**src/design/can_message_segmenter_defines.svh**
```systemverilog
// Assertion macros for the CAN message segmenter.
// Included by files that carry concurrent assertions; no other dependencies.
`ifndef CAN_MESSAGE_SEGMENTER_DEFINES_SVH
`define CAN_MESSAGE_SEGMENTER_DEFINES_SVH
`ifndef NO_ASSERTIONS
`define CMS_ASSERT_IMPLY(label, clk, rst, ante, cons) \
   label: assert property (@(posedge clk) disable iff (rst) (ante) |-> (cons)) \
      else $error("assertion failed");
`define CMS_ASSERT_NEXT(label, clk, rst, ante, cons) \
   label: assert property (@(posedge clk) disable iff (rst) (ante) |=> (cons)) \
      else $error("assertion failed");
`else
`define CMS_ASSERT_IMPLY(label, clk, rst, ante, cons)
`define CMS_ASSERT_NEXT(label, clk, rst, ante, cons)
`endif
`endif

```
**src/design/cms_pkg.sv**
```systemverilog
// Shared types and constants of the CAN message segmenter.
// No dependencies; used by every module of the block.
package cms_pkg;

   localparam int FRAME_BYTES  = 8;
   localparam int PAYLOAD_BYTES = 8;
   localparam int BYTE_W       = 8;
   localparam int PAYLOAD_W    = PAYLOAD_BYTES * BYTE_W;
   localparam int POS_W        = $clog2(FRAME_BYTES + 1);
   localparam int COUNT_W      = 8;
   localparam int TYPE_W       = 4;
   localparam int NODE_W       = 4;
   localparam int CODE_W       = 3;
   localparam int ID_W         = TYPE_W + NODE_W + CODE_W;
   localparam int CSR_IDX_W    = 3;
   localparam int CSR_DATA_W   = 8;
   localparam int FIFO_DEPTH   = 2;
   localparam int FIFO_PTR_W   = (FIFO_DEPTH > 1) ? $clog2(FIFO_DEPTH) : 1;
   localparam int FIFO_CNT_W   = $clog2(FIFO_DEPTH + 1);

   localparam logic [CODE_W-1:0] FIRST_CODE_RESET = CODE_W'(0);
   localparam logic [CODE_W-1:0] END_CODE_RESET   = CODE_W'(7);

   typedef enum logic [CSR_IDX_W-1:0] {
      CSR_SENDER_ID        = 3'd0,
      CSR_MESSAGE_TYPE     = 3'd1,
      CSR_TARGET_NODE      = 3'd2,
      CSR_FIRST_FRAME_CODE = 3'd3,
      CSR_END_FRAME_CODE   = 3'd4,
      CSR_FILL_BYTE        = 3'd5
   } csr_index_type;

   typedef struct packed {
      logic [BYTE_W-1:0] data_byte;
      logic [BYTE_W-1:0] message_length;
   } req_type;

   typedef struct packed {
      logic [ID_W-1:0]      frame_id;
      logic [PAYLOAD_W-1:0] frame_payload;
      logic                 last_frame;
   } rsp_type;

   typedef struct packed {
      logic [BYTE_W-1:0] sender_id;
      logic [TYPE_W-1:0] message_type;
      logic [NODE_W-1:0] target_node;
      logic [CODE_W-1:0] first_frame_code;
      logic [CODE_W-1:0] end_frame_code;
      logic [BYTE_W-1:0] fill_byte;
   } cfg_type;

   typedef struct packed {
      logic [BYTE_W-1:0] data_byte;
      logic [BYTE_W-1:0] message_length;
      logic [POS_W-1:0]  pos;
      logic              start;
      logic              last;
      logic              emit;
   } cmd_type;

endpackage

```
**src/design/cms_front.sv**
```systemverilog
// Front end of the CAN message segmenter: tracks message and frame fill,
// turns each accepted byte into a packing command. Depends on cms_pkg.
module cms_front (
   input  logic             clock,
   input  logic             reset,
   input  logic             req_push,
   input  cms_pkg::req_type req_data,
   input  logic             cmd_full,
   output logic             cmd_push,
   output cms_pkg::cmd_type cmd_data
);

   logic [cms_pkg::COUNT_W-1:0] count_ff, count_in, count_inc;
   logic [cms_pkg::POS_W-1:0]   fill_ff, fill_in, pos;
   logic                        start, last, emit;

   assign cmd_push  = req_push && !cmd_full;
   assign start     = (count_ff == '0);
   assign pos       = start ? cms_pkg::POS_W'(2) : fill_ff;
   assign count_inc = count_ff + cms_pkg::COUNT_W'(1);
   assign last      = (count_inc == req_data.message_length);
   assign emit      = last || (pos == cms_pkg::POS_W'(cms_pkg::FRAME_BYTES - 1));

   always_comb begin
      count_in = count_ff;
      fill_in  = fill_ff;
      if (cmd_push) begin
         count_in = last ? '0 : count_inc;
         fill_in  = emit ? cms_pkg::POS_W'(1) : pos + cms_pkg::POS_W'(1);
      end
   end

   always_comb begin
      cmd_data.data_byte      = req_data.data_byte;
      cmd_data.message_length = req_data.message_length;
      cmd_data.pos            = pos;
      cmd_data.start          = start;
      cmd_data.last           = last;
      cmd_data.emit           = emit;
   end

   always_ff @(posedge clock) begin
      if (reset) begin
         count_ff <= '0;
         fill_ff  <= '0;
      end else begin
         count_ff <= count_in;
         fill_ff  <= fill_in;
      end
   end

endmodule

```
**src/design/cms_cmd_fifo.sv**
```systemverilog
// Short command queue between front and back of the segmenter.
// Depends on cms_pkg for the command type and depth.
module cms_cmd_fifo (
   input  logic             clock,
   input  logic             reset,
   input  logic             push,
   input  cms_pkg::cmd_type push_data,
   input  logic             pop,
   output cms_pkg::cmd_type pop_data,
   output logic             full,
   output logic             empty
);

   cms_pkg::cmd_type                 entry_ff [cms_pkg::FIFO_DEPTH];
   logic [cms_pkg::FIFO_PTR_W-1:0]   wr_ptr_ff, wr_ptr_in, rd_ptr_ff, rd_ptr_in;
   logic [cms_pkg::FIFO_CNT_W-1:0]   count_ff, count_in;
   logic                             do_push, do_pop;

   assign full     = (count_ff == cms_pkg::FIFO_CNT_W'(cms_pkg::FIFO_DEPTH));
   assign empty    = (count_ff == '0);
   assign do_push  = push && !full;
   assign do_pop   = pop && !empty;
   assign pop_data = entry_ff[rd_ptr_ff];

   always_comb begin
      wr_ptr_in = wr_ptr_ff;
      rd_ptr_in = rd_ptr_ff;
      count_in  = count_ff;
      if (do_push) begin
         wr_ptr_in = (wr_ptr_ff == cms_pkg::FIFO_PTR_W'(cms_pkg::FIFO_DEPTH - 1)) ?
                     '0 : wr_ptr_ff + cms_pkg::FIFO_PTR_W'(1);
      end
      if (do_pop) begin
         rd_ptr_in = (rd_ptr_ff == cms_pkg::FIFO_PTR_W'(cms_pkg::FIFO_DEPTH - 1)) ?
                     '0 : rd_ptr_ff + cms_pkg::FIFO_PTR_W'(1);
      end
      if (do_push && !do_pop) begin
         count_in = count_ff + cms_pkg::FIFO_CNT_W'(1);
      end else if (do_pop && !do_push) begin
         count_in = count_ff - cms_pkg::FIFO_CNT_W'(1);
      end
   end

   always_ff @(posedge clock) begin
      if (do_push) begin
         entry_ff[wr_ptr_ff] <= push_data;
      end
   end

   always_ff @(posedge clock) begin
      if (reset) begin
         wr_ptr_ff <= '0;
         rd_ptr_ff <= '0;
         count_ff  <= '0;
      end else begin
         wr_ptr_ff <= wr_ptr_in;
         rd_ptr_ff <= rd_ptr_in;
         count_ff  <= count_in;
      end
   end

endmodule

```
**src/design/cms_back.sv**
```systemverilog
// Back end of the segmenter: packs bytes into the frame buffer, pads and
// issues finished frames through an output register. Depends on cms_pkg.
module cms_back (
   input  logic             clock,
   input  logic             reset,
   input  cms_pkg::cfg_type cfg,
   input  logic             cmd_empty,
   input  cms_pkg::cmd_type cmd_data,
   output logic             cmd_pop,
   output logic             rsp_valid,
   input  logic             rsp_pop,
   output cms_pkg::rsp_type rsp_data
);

   logic [cms_pkg::PAYLOAD_W-1:0] buffer_ff, buffer_in, packed_buf, padded;
   logic [cms_pkg::CODE_W-1:0]    code_ff, code_in, code_cur;
   logic                          valid_ff, valid_in, out_ready, load;
   cms_pkg::rsp_type              rsp_ff, rsp_in;

   assign out_ready = !valid_ff || rsp_pop;
   assign cmd_pop   = !cmd_empty && (!cmd_data.emit || out_ready);
   assign load      = cmd_pop && cmd_data.emit;
   assign rsp_valid = valid_ff;
   assign rsp_data  = rsp_ff;

   always_comb begin
      packed_buf = buffer_ff;
      code_cur   = code_ff;
      if (cmd_data.start) begin
         packed_buf = '0;
         packed_buf[0 +: cms_pkg::BYTE_W] = cfg.sender_id;
         packed_buf[cms_pkg::BYTE_W +: cms_pkg::BYTE_W] = cmd_data.message_length;
         code_cur = cfg.first_frame_code;
      end
      for (int k = 0; k < cms_pkg::FRAME_BYTES; k++) begin
         if (cms_pkg::POS_W'(k) == cmd_data.pos) begin
            packed_buf[k*cms_pkg::BYTE_W +: cms_pkg::BYTE_W] = cmd_data.data_byte;
         end
      end
      padded = packed_buf;
      for (int k = 0; k < cms_pkg::FRAME_BYTES; k++) begin
         if (cms_pkg::POS_W'(k) > cmd_data.pos) begin
            padded[k*cms_pkg::BYTE_W +: cms_pkg::BYTE_W] = cfg.fill_byte;
         end
      end
   end

   always_comb begin
      buffer_in = buffer_ff;
      code_in   = code_ff;
      valid_in  = valid_ff && !rsp_pop;
      rsp_in    = rsp_ff;
      if (cmd_pop) begin
         buffer_in = packed_buf;
         code_in   = code_cur;
      end
      if (load) begin
         buffer_in = '0;
         buffer_in[0 +: cms_pkg::BYTE_W] = cfg.sender_id;
         code_in   = code_cur + cms_pkg::CODE_W'(1);
         valid_in  = 1'b1;
         rsp_in.frame_id      = {cfg.message_type, cfg.target_node,
                                 cmd_data.last ? cfg.end_frame_code : code_cur};
         rsp_in.frame_payload = padded;
         rsp_in.last_frame    = cmd_data.last;
      end
   end

   always_ff @(posedge clock) begin
      buffer_ff <= buffer_in;
      rsp_ff    <= rsp_in;
   end

   always_ff @(posedge clock) begin
      if (reset) begin
         code_ff  <= cms_pkg::FIRST_CODE_RESET;
         valid_ff <= 1'b0;
      end else begin
         code_ff  <= code_in;
         valid_ff <= valid_in;
      end
   end

endmodule

```
**src/design/can_message_segmenter.sv**
```systemverilog
// Top level of the CAN message segmenter: register file, front end,
// command queue and back end. Depends on cms_pkg and the defines header.
//
// Takes one message byte per cycle while req_full is low and delivers one CAN
// frame per cycle at most. The frame that a byte completes passes through the
// command queue and the output register of the back end before it sits on the
// result ports. The rate is set by the packing step of the back end, fed
// through a two-entry command queue; full rises only while the back end
// is held by a result not yet popped. Register writes land at the next clock edge.
`include "can_message_segmenter_defines.svh"
module can_message_segmenter (
   input  logic                              clock,
   input  logic                              reset,
   input  logic                              req_push,
   output logic                              req_full,
   input  cms_pkg::req_type                  req_data,
   output logic                              rsp_empty,
   input  logic                              rsp_pop,
   output cms_pkg::rsp_type                  rsp_data,
   input  logic                              csr_write,
   input  logic [cms_pkg::CSR_IDX_W-1:0]     csr_index,
   input  logic [cms_pkg::CSR_DATA_W-1:0]    csr_wdata
);

   cms_pkg::cfg_type cfg_ff, cfg_in;
   cms_pkg::cmd_type cmd_push_data, cmd_q;
   logic             cmd_push, cmd_pop, cmd_full, cmd_empty, rsp_valid;

   assign req_full  = cmd_full;
   assign rsp_empty = !rsp_valid;

   always_comb begin
      cfg_in = cfg_ff;
      if (csr_write) begin
         case (csr_index)
            cms_pkg::CSR_SENDER_ID: begin
               cfg_in.sender_id = csr_wdata;
            end
            cms_pkg::CSR_MESSAGE_TYPE: begin
               cfg_in.message_type = csr_wdata[cms_pkg::TYPE_W-1:0];
            end
            cms_pkg::CSR_TARGET_NODE: begin
               cfg_in.target_node = csr_wdata[cms_pkg::NODE_W-1:0];
            end
            cms_pkg::CSR_FIRST_FRAME_CODE: begin
               cfg_in.first_frame_code = csr_wdata[cms_pkg::CODE_W-1:0];
            end
            cms_pkg::CSR_END_FRAME_CODE: begin
               cfg_in.end_frame_code = csr_wdata[cms_pkg::CODE_W-1:0];
            end
            cms_pkg::CSR_FILL_BYTE: begin
               cfg_in.fill_byte = csr_wdata;
            end
            default: begin
               cfg_in = cfg_ff;
            end
         endcase
      end
   end

   always_ff @(posedge clock) begin
      if (reset) begin
         cfg_ff.sender_id        <= '0;
         cfg_ff.message_type     <= '0;
         cfg_ff.target_node      <= '0;
         cfg_ff.first_frame_code <= cms_pkg::FIRST_CODE_RESET;
         cfg_ff.end_frame_code   <= cms_pkg::END_CODE_RESET;
         cfg_ff.fill_byte        <= '0;
      end else begin
         cfg_ff <= cfg_in;
      end
   end

   cms_front u_front (
      .clock    (clock),
      .reset    (reset),
      .req_push (req_push),
      .req_data (req_data),
      .cmd_full (cmd_full),
      .cmd_push (cmd_push),
      .cmd_data (cmd_push_data)
   );

   cms_cmd_fifo u_cmd_fifo (
      .clock     (clock),
      .reset     (reset),
      .push      (cmd_push),
      .push_data (cmd_push_data),
      .pop       (cmd_pop),
      .pop_data  (cmd_q),
      .full      (cmd_full),
      .empty     (cmd_empty)
   );

   cms_back u_back (
      .clock     (clock),
      .reset     (reset),
      .cfg       (cfg_ff),
      .cmd_empty (cmd_empty),
      .cmd_data  (cmd_q),
      .cmd_pop   (cmd_pop),
      .rsp_valid (rsp_valid),
      .rsp_pop   (rsp_pop),
      .rsp_data  (rsp_data)
   );

   `CMS_ASSERT_IMPLY(a_pop_needs_cmd, clock, reset, cmd_pop, !cmd_empty)
   `CMS_ASSERT_NEXT(a_no_spurious_frame, clock, reset,
      rsp_empty && !(cmd_pop && cmd_q.emit), rsp_empty)
   `CMS_ASSERT_IMPLY(a_last_uses_end_code, clock, reset,
      !rsp_empty && rsp_data.last_frame,
      rsp_data.frame_id[cms_pkg::CODE_W-1:0] == cfg_ff.end_frame_code)

endmodule

```
**config.mk**
```make
export PLATFORM = sky130hd
export DESIGN_NAME = can_message_segmenter
export DESIGN_NICKNAME = d
export VERILOG_FILES = /design/src/design/cms_pkg.sv /design/src/design/cms_front.sv /design/src/design/cms_cmd_fifo.sv /design/src/design/cms_back.sv /design/src/design/can_message_segmenter.sv
export VERILOG_INCLUDE_DIRS = /design/src /design/src/design
export SDC_FILE = /design/constraint.sdc
export NUM_CORES = 1
export LEC_CHECK = 0
export BUFFER_PORTS_ARGS = -buffer_cell sky130_fd_sc_hd__buf_2
export CAP_MARGIN = 10
export CORE_MARGIN = 4
export CORE_UTILIZATION = 53
export DETAILED_ROUTE_END_ITERATION = 6
export GPL_ROUTABILITY_DRIVEN = 0
export PLACE_DENSITY = 0.76
export RECOVER_POWER = 50
export SLEW_MARGIN = 20
export SYNTH_ARGS = -nofsm -noshare
export SYNTH_HDL_FRONTEND = slang
export SYNTH_SLANG_ARGS = --single-unit
```
**constraint.sdc**
```tcl
create_clock -name clock -period 2.5 [get_ports clock]
set_input_delay 0.75 -clock clock [delete_from_list [all_inputs] [get_ports clock]]
set_output_delay 0.75 -clock clock [all_outputs]
set_load 0.005 [all_outputs]
```
## After elaboration in Yosys (flattened, before gate mapping)

Memories as Yosys holds them, arrays and structs flattened. A register that Yosys moved wholly into a read port is not among the register bits.
Index checks and enable logic that the tools add are counted.

| word-level totals | value |
|---|---|
| register bits | 190 |
| bits in latches | 0 |
| memory bits (writable) | 46 |
| memory bits (read-only) | 0 |
| input port bits | 32 |
| output and inout bits | 78 |
| word-level logic and storage cells | 114 |
| memories kept | 1 |

Memory list:

| name | words | width | read ports | clocked after Yosys merged registers in | wr ports | RTL line | text |
|---|---|---|---|---|---|---|---|
| u_cmd_fifo.entry_ff | 2 | 23 | 1 | 1 | 1 | cms_cmd_fifo.sv:14 | `cms_pkg::cmd_type entry_ff [cms_pkg::FIFO_DEPTH];` |

| cells by class | value |
|---|---|
| add/sub/neg operators | 7 |
| multiply operators | 0 |
| divide/modulo/power cells | 0 |
| $lt $le $gt $ge | 8 |
| equal/unequal tests | 15 |
| shift-type cells | 0 |
| mux-type cells | 35 |
| bitwise operators | 0 |
| reduce and logical (&&, ||, !) cells | 30 |

Operator list:

| operator | count |
|---|---|
| 8-bit 2-to-1 mux | 19 |
| 64-bit 2-to-1 mux | 1 |
| 3-bit by 4-bit == test with 1-bit output (first input constant) | 4 |
| 3-bit by 4-bit > comparator with 1-bit output (first input constant) | 4 |
| 3-bit 2-to-1 mux | 4 |
| 2-bit AND reduction | 6 |
| 8-bit by 1-bit adder with 8-bit output (second input constant) | 1 |
| 2-bit by 4-bit == test with 1-bit output (first input constant) | 2 |
| 8-bit == test | 1 |
| 1-bit by 4-bit > comparator with 1-bit output (first input constant) | 2 |
| 2-bit by 4-bit > comparator with 1-bit output (first input constant) | 2 |
| 1-bit logical AND | 8 |
| 8-bit logical NOT | 1 |
| 4-bit 2-to-1 mux | 2 |
| 1-bit logical NOT | 7 |
| 1-bit 2-to-1 mux | 7 |
| 3-bit by 2-bit == test with 1-bit output (second input constant) | 2 |
| 3-bit == test (second input constant) | 2 |
| 4-bit by 1-bit adder with 4-bit output (second input constant) | 1 |
| 1-bit by 4-bit == test with 1-bit output (first input constant) | 1 |
| 4-bit by 3-bit == test with 1-bit output (second input constant) | 1 |
| 4-bit logical NOT | 1 |
| 2-bit 2-to-1 mux | 2 |
| 2-bit nonzero test | 2 |
| 9 further kinds | 12 |

## Logic depth before layout (Yosys ltp)

| depth | value |
|---|---|
| depth in word-level cells | 8 |
| gate-level depth with buffers | 10 |
| mapped depth without buffers | 10 |

## Hierarchy

Synthesis repeated with hierarchy kept, for this count alone.

| second synthesis, totals | value |
|---|---|
| cell total of the unflattened synthesis | 966 |
| area, all modules | 10,944.2 µm² |

Modules (own cells, without submodules):

| module | times used | cells each | area an instance (µm²) | sequential area each (µm²) |
|---|---|---|---|---|
| cms_back | 1 | 611 | 6,658.9 | 3,723.6 |
| cms_cmd_fifo | 1 | 96 | 1,868.0 | 1,481.4 |
| can_message_segmenter | 1 | 118 | 1,261.2 | 600.6 |
| cms_front | 1 | 141 | 1,156.1 | 240.2 |

## Worst setup path before layout

Ideal clock, no wire load.

| timing | value |
|---|---|
| path kind | input-to-reg |
| from | input req_push |
| to | memory u_cmd_fifo.entry_ff[0][0] (netlist bit) (enable) |
| setup time | 0.403 ns |
| arrival | 2.093 ns |
| required time | 2.097 ns |
| setup slack | 0.005 ns |
| stages on the path | 3 |
| buffers on the path | 1 |
| cell sequence | nand2_1 -> clkbuf_1 -> nor2_1 |

| on the way | value |
|---|---|
| longest elaborated chain between the ends | 4 |

RTL lines:

| element | RTL line | text |
|---|---|---|
| start: declaration | can_message_segmenter.sv:14 | `input logic req_push,` |
| 1-bit logical AND | cms_front.sv:17 | `assign cmd_push = req_push && !cmd_full;` |
| 1-bit logical AND | cms_cmd_fifo.sv:21 | `assign do_push = push && !full;` |
| 1-bit 2-to-1 mux | cms_cmd_fifo.sv:45 | `if (do_push) begin` |
| 1-bit 2-to-1 mux (not written as such) | cms_cmd_fifo.sv:46 | `entry_ff[wr_ptr_ff] <= push_data;` |
| end: declaration | cms_cmd_fifo.sv:14 |  |

Every way passes these cells.

==> run_results.csv <==
group,metric,value,unit
setup_path,cpPeakStageDelay,390,ps
worst_hold_path,hold_path.startpoint,"req_data[12]",
logic_synthesis,ys_types,71,
final_layout,fill_cells,1539,
final_layout,final_common_cell,"nand2_1",
final_layout,antennaDiodeCount,0,
logic_synthesis,syn-cell-area,10400,um2
setup_path,rrSetupSlack,150,ps
place,dp_cells,1336,
logic_synthesis,postSynthCellCount,989,
sta,fmax,426,MHz
pwr,power_density,1140,nW/um2
setup_path,cp_max_fo,8,
logic_synthesis,synth-seq-cells,237,
logic_synthesis,avgSynthCellArea,10.5,um2
cts,cts-root-buf,"clkbuf_16",
sta,worstMarginPinSlew,1300,ps
routing,route.met2.wl,12.0,mm
cts,path_clk_slew,60,ps
cts,cts_tree,"yes",
routing,wl_per_cell,18.2,um
floorplanning,rows,50,
logic_synthesis,yosysSeqAreaShare,0.583,
sta,rsz0062_at_grt,"no",
setup_path,r2r-start,"u_front.count_ff[0]",
worst_hold_path,hold_depth,1,
final_layout,fin_cells,1380,
routing,wl_met1,10.4,mm
final_layout,area_growth,15.3,%
place,hpwl,16.6,mm
setup_path,cp.required,2920,ps
sta,hold_viol_final,0,
floorplanning,core_area,19000,um2
pwr,vdd_drop_max,777,uV
setup_path,critPathLaunchType,"flop",
cts,worstSkewPairLatency,510,ps
global_routing,antenna_found_initial,0,
sta,worst_hold_slack,432,ps
global_routing,grt_max_degree,46,
global_routing,grt-ovfl-total,0,
pwr,p_leak,4.33,nW
sta,setup_tns,0,ps
sta,finalSetupViolCount,0,
logic_synthesis,syn_nets,1026,
global_routing,track_usage,0.224,
cts,clockBufferDepth,3,
final_layout,fin_util,0.631,
sta,finClkSkew,8.35,ps
outcome,outcome,"completed",
logic_synthesis,synth_edf_count,130,
final_layout,layout_common_cells,"nand2_1 (141), edfxtp_1 (130), nor2_1 (112)",
worst_hold_path,hold_end,"u_cmd_fifo.entry_ff[1][19]",
final_layout,stdcell_area,12000,um2
routing,met3_length,1.99,mm
routing,drt_iter0_drc,788,
sta,slew-limit-headroom,0.136,
routing,routed_via_density,5.73,
floorplanning,initial_core_util,0.547,
place,port_buffers,109,
routing,drc,0,
sta,finalCritPeriodShare,0.938,
routing,finalWirelength,25.1,mm
logic_synthesis,async_flop_share,0,
setup_path,cpMaxStageDelayCell,"dfxtp_1",
final_layout,fin_nets,1139,
setup_path,reg2reg_depth,9,
logic_synthesis,ys_warn_count,0,
floorplanning,die_x,148,um
cts,cts_buffers,24,
setup_path,endpoint_kind,"flop",
place,place_area,11300,um2
routing,vias,7905,
sta,final_max_slew_viol_count,0,
sta,fin_crit,2350,ps
setup_path,rr_endpoint,"u_front.fill_ff[3]",
logic_synthesis,synth_top_flop_cell,"edfxtp_1",
setup_path,cp_common_cell,"ha_1",
setup_path,cp.arrival,2760,ps
run,cap_violations,0,
routing,dr.pass1.iters,6,
worst_hold_path,min_path_type,"in2reg",
routing,ant_nets,0,
final_layout,drive_gt1_frac,0.146,
cts,cts_setup_buffers,0,
routing,top_layer,"met4",
global_routing,grt_pass1_wl,39.5,mm
global_routing,grt_pass1_vias,7388,
setup_path,crit_type,"reg2reg",
floorplanning,die_h,148,um
floorplanning,dieArea,21900,um2
floorplanning,ios,110,
cts,clock-sinks,237,
setup_path,crit_chain,"inv_1 -> ha_1 -> nor4b_1 -> nand2_1 -> and2_1 -> ha_1 -> a21oi_1 -> nand4_1 -> a221oi_1",
cts,cts_htree_levels,1,
synth_stat cells, types with 3 or more instances:
library cell	number	area (um2)
inv_1	16	60.1
mux2i_2	5	68.8
nand4b_1	3	26.3
xnor2_1	7	61.3
mux2_2	11	124
a31oi_1	38	238
a211o_1	3	26.3
o21a_1	8	60.1
a22o_1	17	149
nor2b_1	6	37.5
or2_1	3	18.8
nand4_1	6	37.5
nand3_1	23	115
dfxtp_1	107	2140
nand2_1	141	529
nor2_1	112	420
a21oi_1	70	350
clkbuf_1	18	67.6
xor2_1	7	61.3
o21ai_0	37	185
o21ai_4	6	97.6
nor4b_1	3	26.3
nor3_1	7	35.0
buf_4	5	37.5
o22ai_1	9	56.3
buf_1	3	11.3
o211ai_1	8	60.1
o21ai_1	48	240
buf_6	5	56.3
edfxtp_1	130	3900
ha_1	5	62.6
nand2b_1	10	62.6
mux2_1	5	56.3
and2_1	6	37.5
mux2i_1	30	300
or3_1	4	25.0
buf_2	24	120
worst max-delay path, delay by kind of cell (launching register included):
| kind | cells | cell delay (ps) |
|---|---|---|
| AND/OR/NAND/NOR | 4 | 860 |
| AO/OA/AOI/OAI | 2 | 470 |
| adder cells (fa/ha/maj) | 2 | 430 |
| flip-flops | 1 | 390 |
| buffers and inverters | 1 | 110 |
metrics by stage:
stage                     total power, mW  setup WS [ps]
after floorplan                      8.64           4.59
after global placement               10.0            230
after detailed placement             10.1            155
after CTS                            13.6            147
after global routing                 14.3           1.10
final                                13.6            154
state kept, by name (all words and copies together), names as in the netlist, named ones only:
signal / cells
cfg_ff: 30
u_back.buffer_ff: 64
u_back.code_ff: 3
u_back.rsp_data: 76
u_back.rsp_valid: 1
u_cmd_fifo.count_ff: 2
u_cmd_fifo.entry_ff: 46
u_cmd_fifo.rd_ptr_ff: 1
u_cmd_fifo.wr_ptr_ff: 1
u_front.count_ff: 8
u_front.fill_ff: 4
layer usage:
| layer | vias up | GRT usage |
|---|---|---|
| li1 | 3810 | - |
| met1 | 3707 | 0.304 |
| met2 | 328 | 0.376 |
| met3 | 60 | 0.0337 |
| met4 | 0 | 0.0656 |
| met5 | - | 0 |
area by class of cell:
cell class	count	area, um2	area share
multi-input combinational	678	3980	0.333
tap	260	325	0.0272
clock inverter	5	53.8	0.00450
clock buffer	39	728	0.0609
sequential	237	6050	0.505
inverter	19	71.3	0.00596
timing repair buffer	142	754	0.0631
where the power goes:
group	leakage [nW]	switching [mW]	total, mW	internal, mW
clock	0.375	1.44	3.53	2.09
sequential	2.10	0.372	5.59	5.22
combinational	1.86	2.92	4.46	1.54
cell families (layout without fill, tap and decap cells):
logic type	count (synthesis)	count (layout)	share of synthesized area
xor gates and xnor gates	14	14	0.0118
and+or+nand+nor	346	346	0.152
DFF	237	237	0.583
AOI/OAI and AO/OA	260	260	0.156
buffers and inverters	74	205	0.0353
adders and majority gates	5	5	0.00603
muxes	53	53	0.0558
worst max-delay path by stage:
stage | start | end | depth (start not counted)
final | u_front.count_ff[0] | u_front.fill_ff[3] | 9
after global routing | u_front.count_ff[0] | u_front.fill_ff[3] | 9
after CTS | u_front.count_ff[0] | u_front.fill_ff[3] | 9
after detailed placement | u_front.count_ff[0] | u_front.fill_ff[3] | 9
after global placement | u_front.count_ff[0] | u_front.fill_ff[3] | 7
after floorplan | req_push | u_cmd_fifo.entry_ff[0][0] | 3
repair_timing:
| action | CTS | global route |
|---|---|---|
| endpoints found under the setup margin | 0 | 5 |
| hold buffers | 0 | 0 |
| gates resized for setup | 0 | 3 |
| endpoints found under the hold margin | 0 | 0 |
Note: power is estimated with default switching activity, not from simulation.
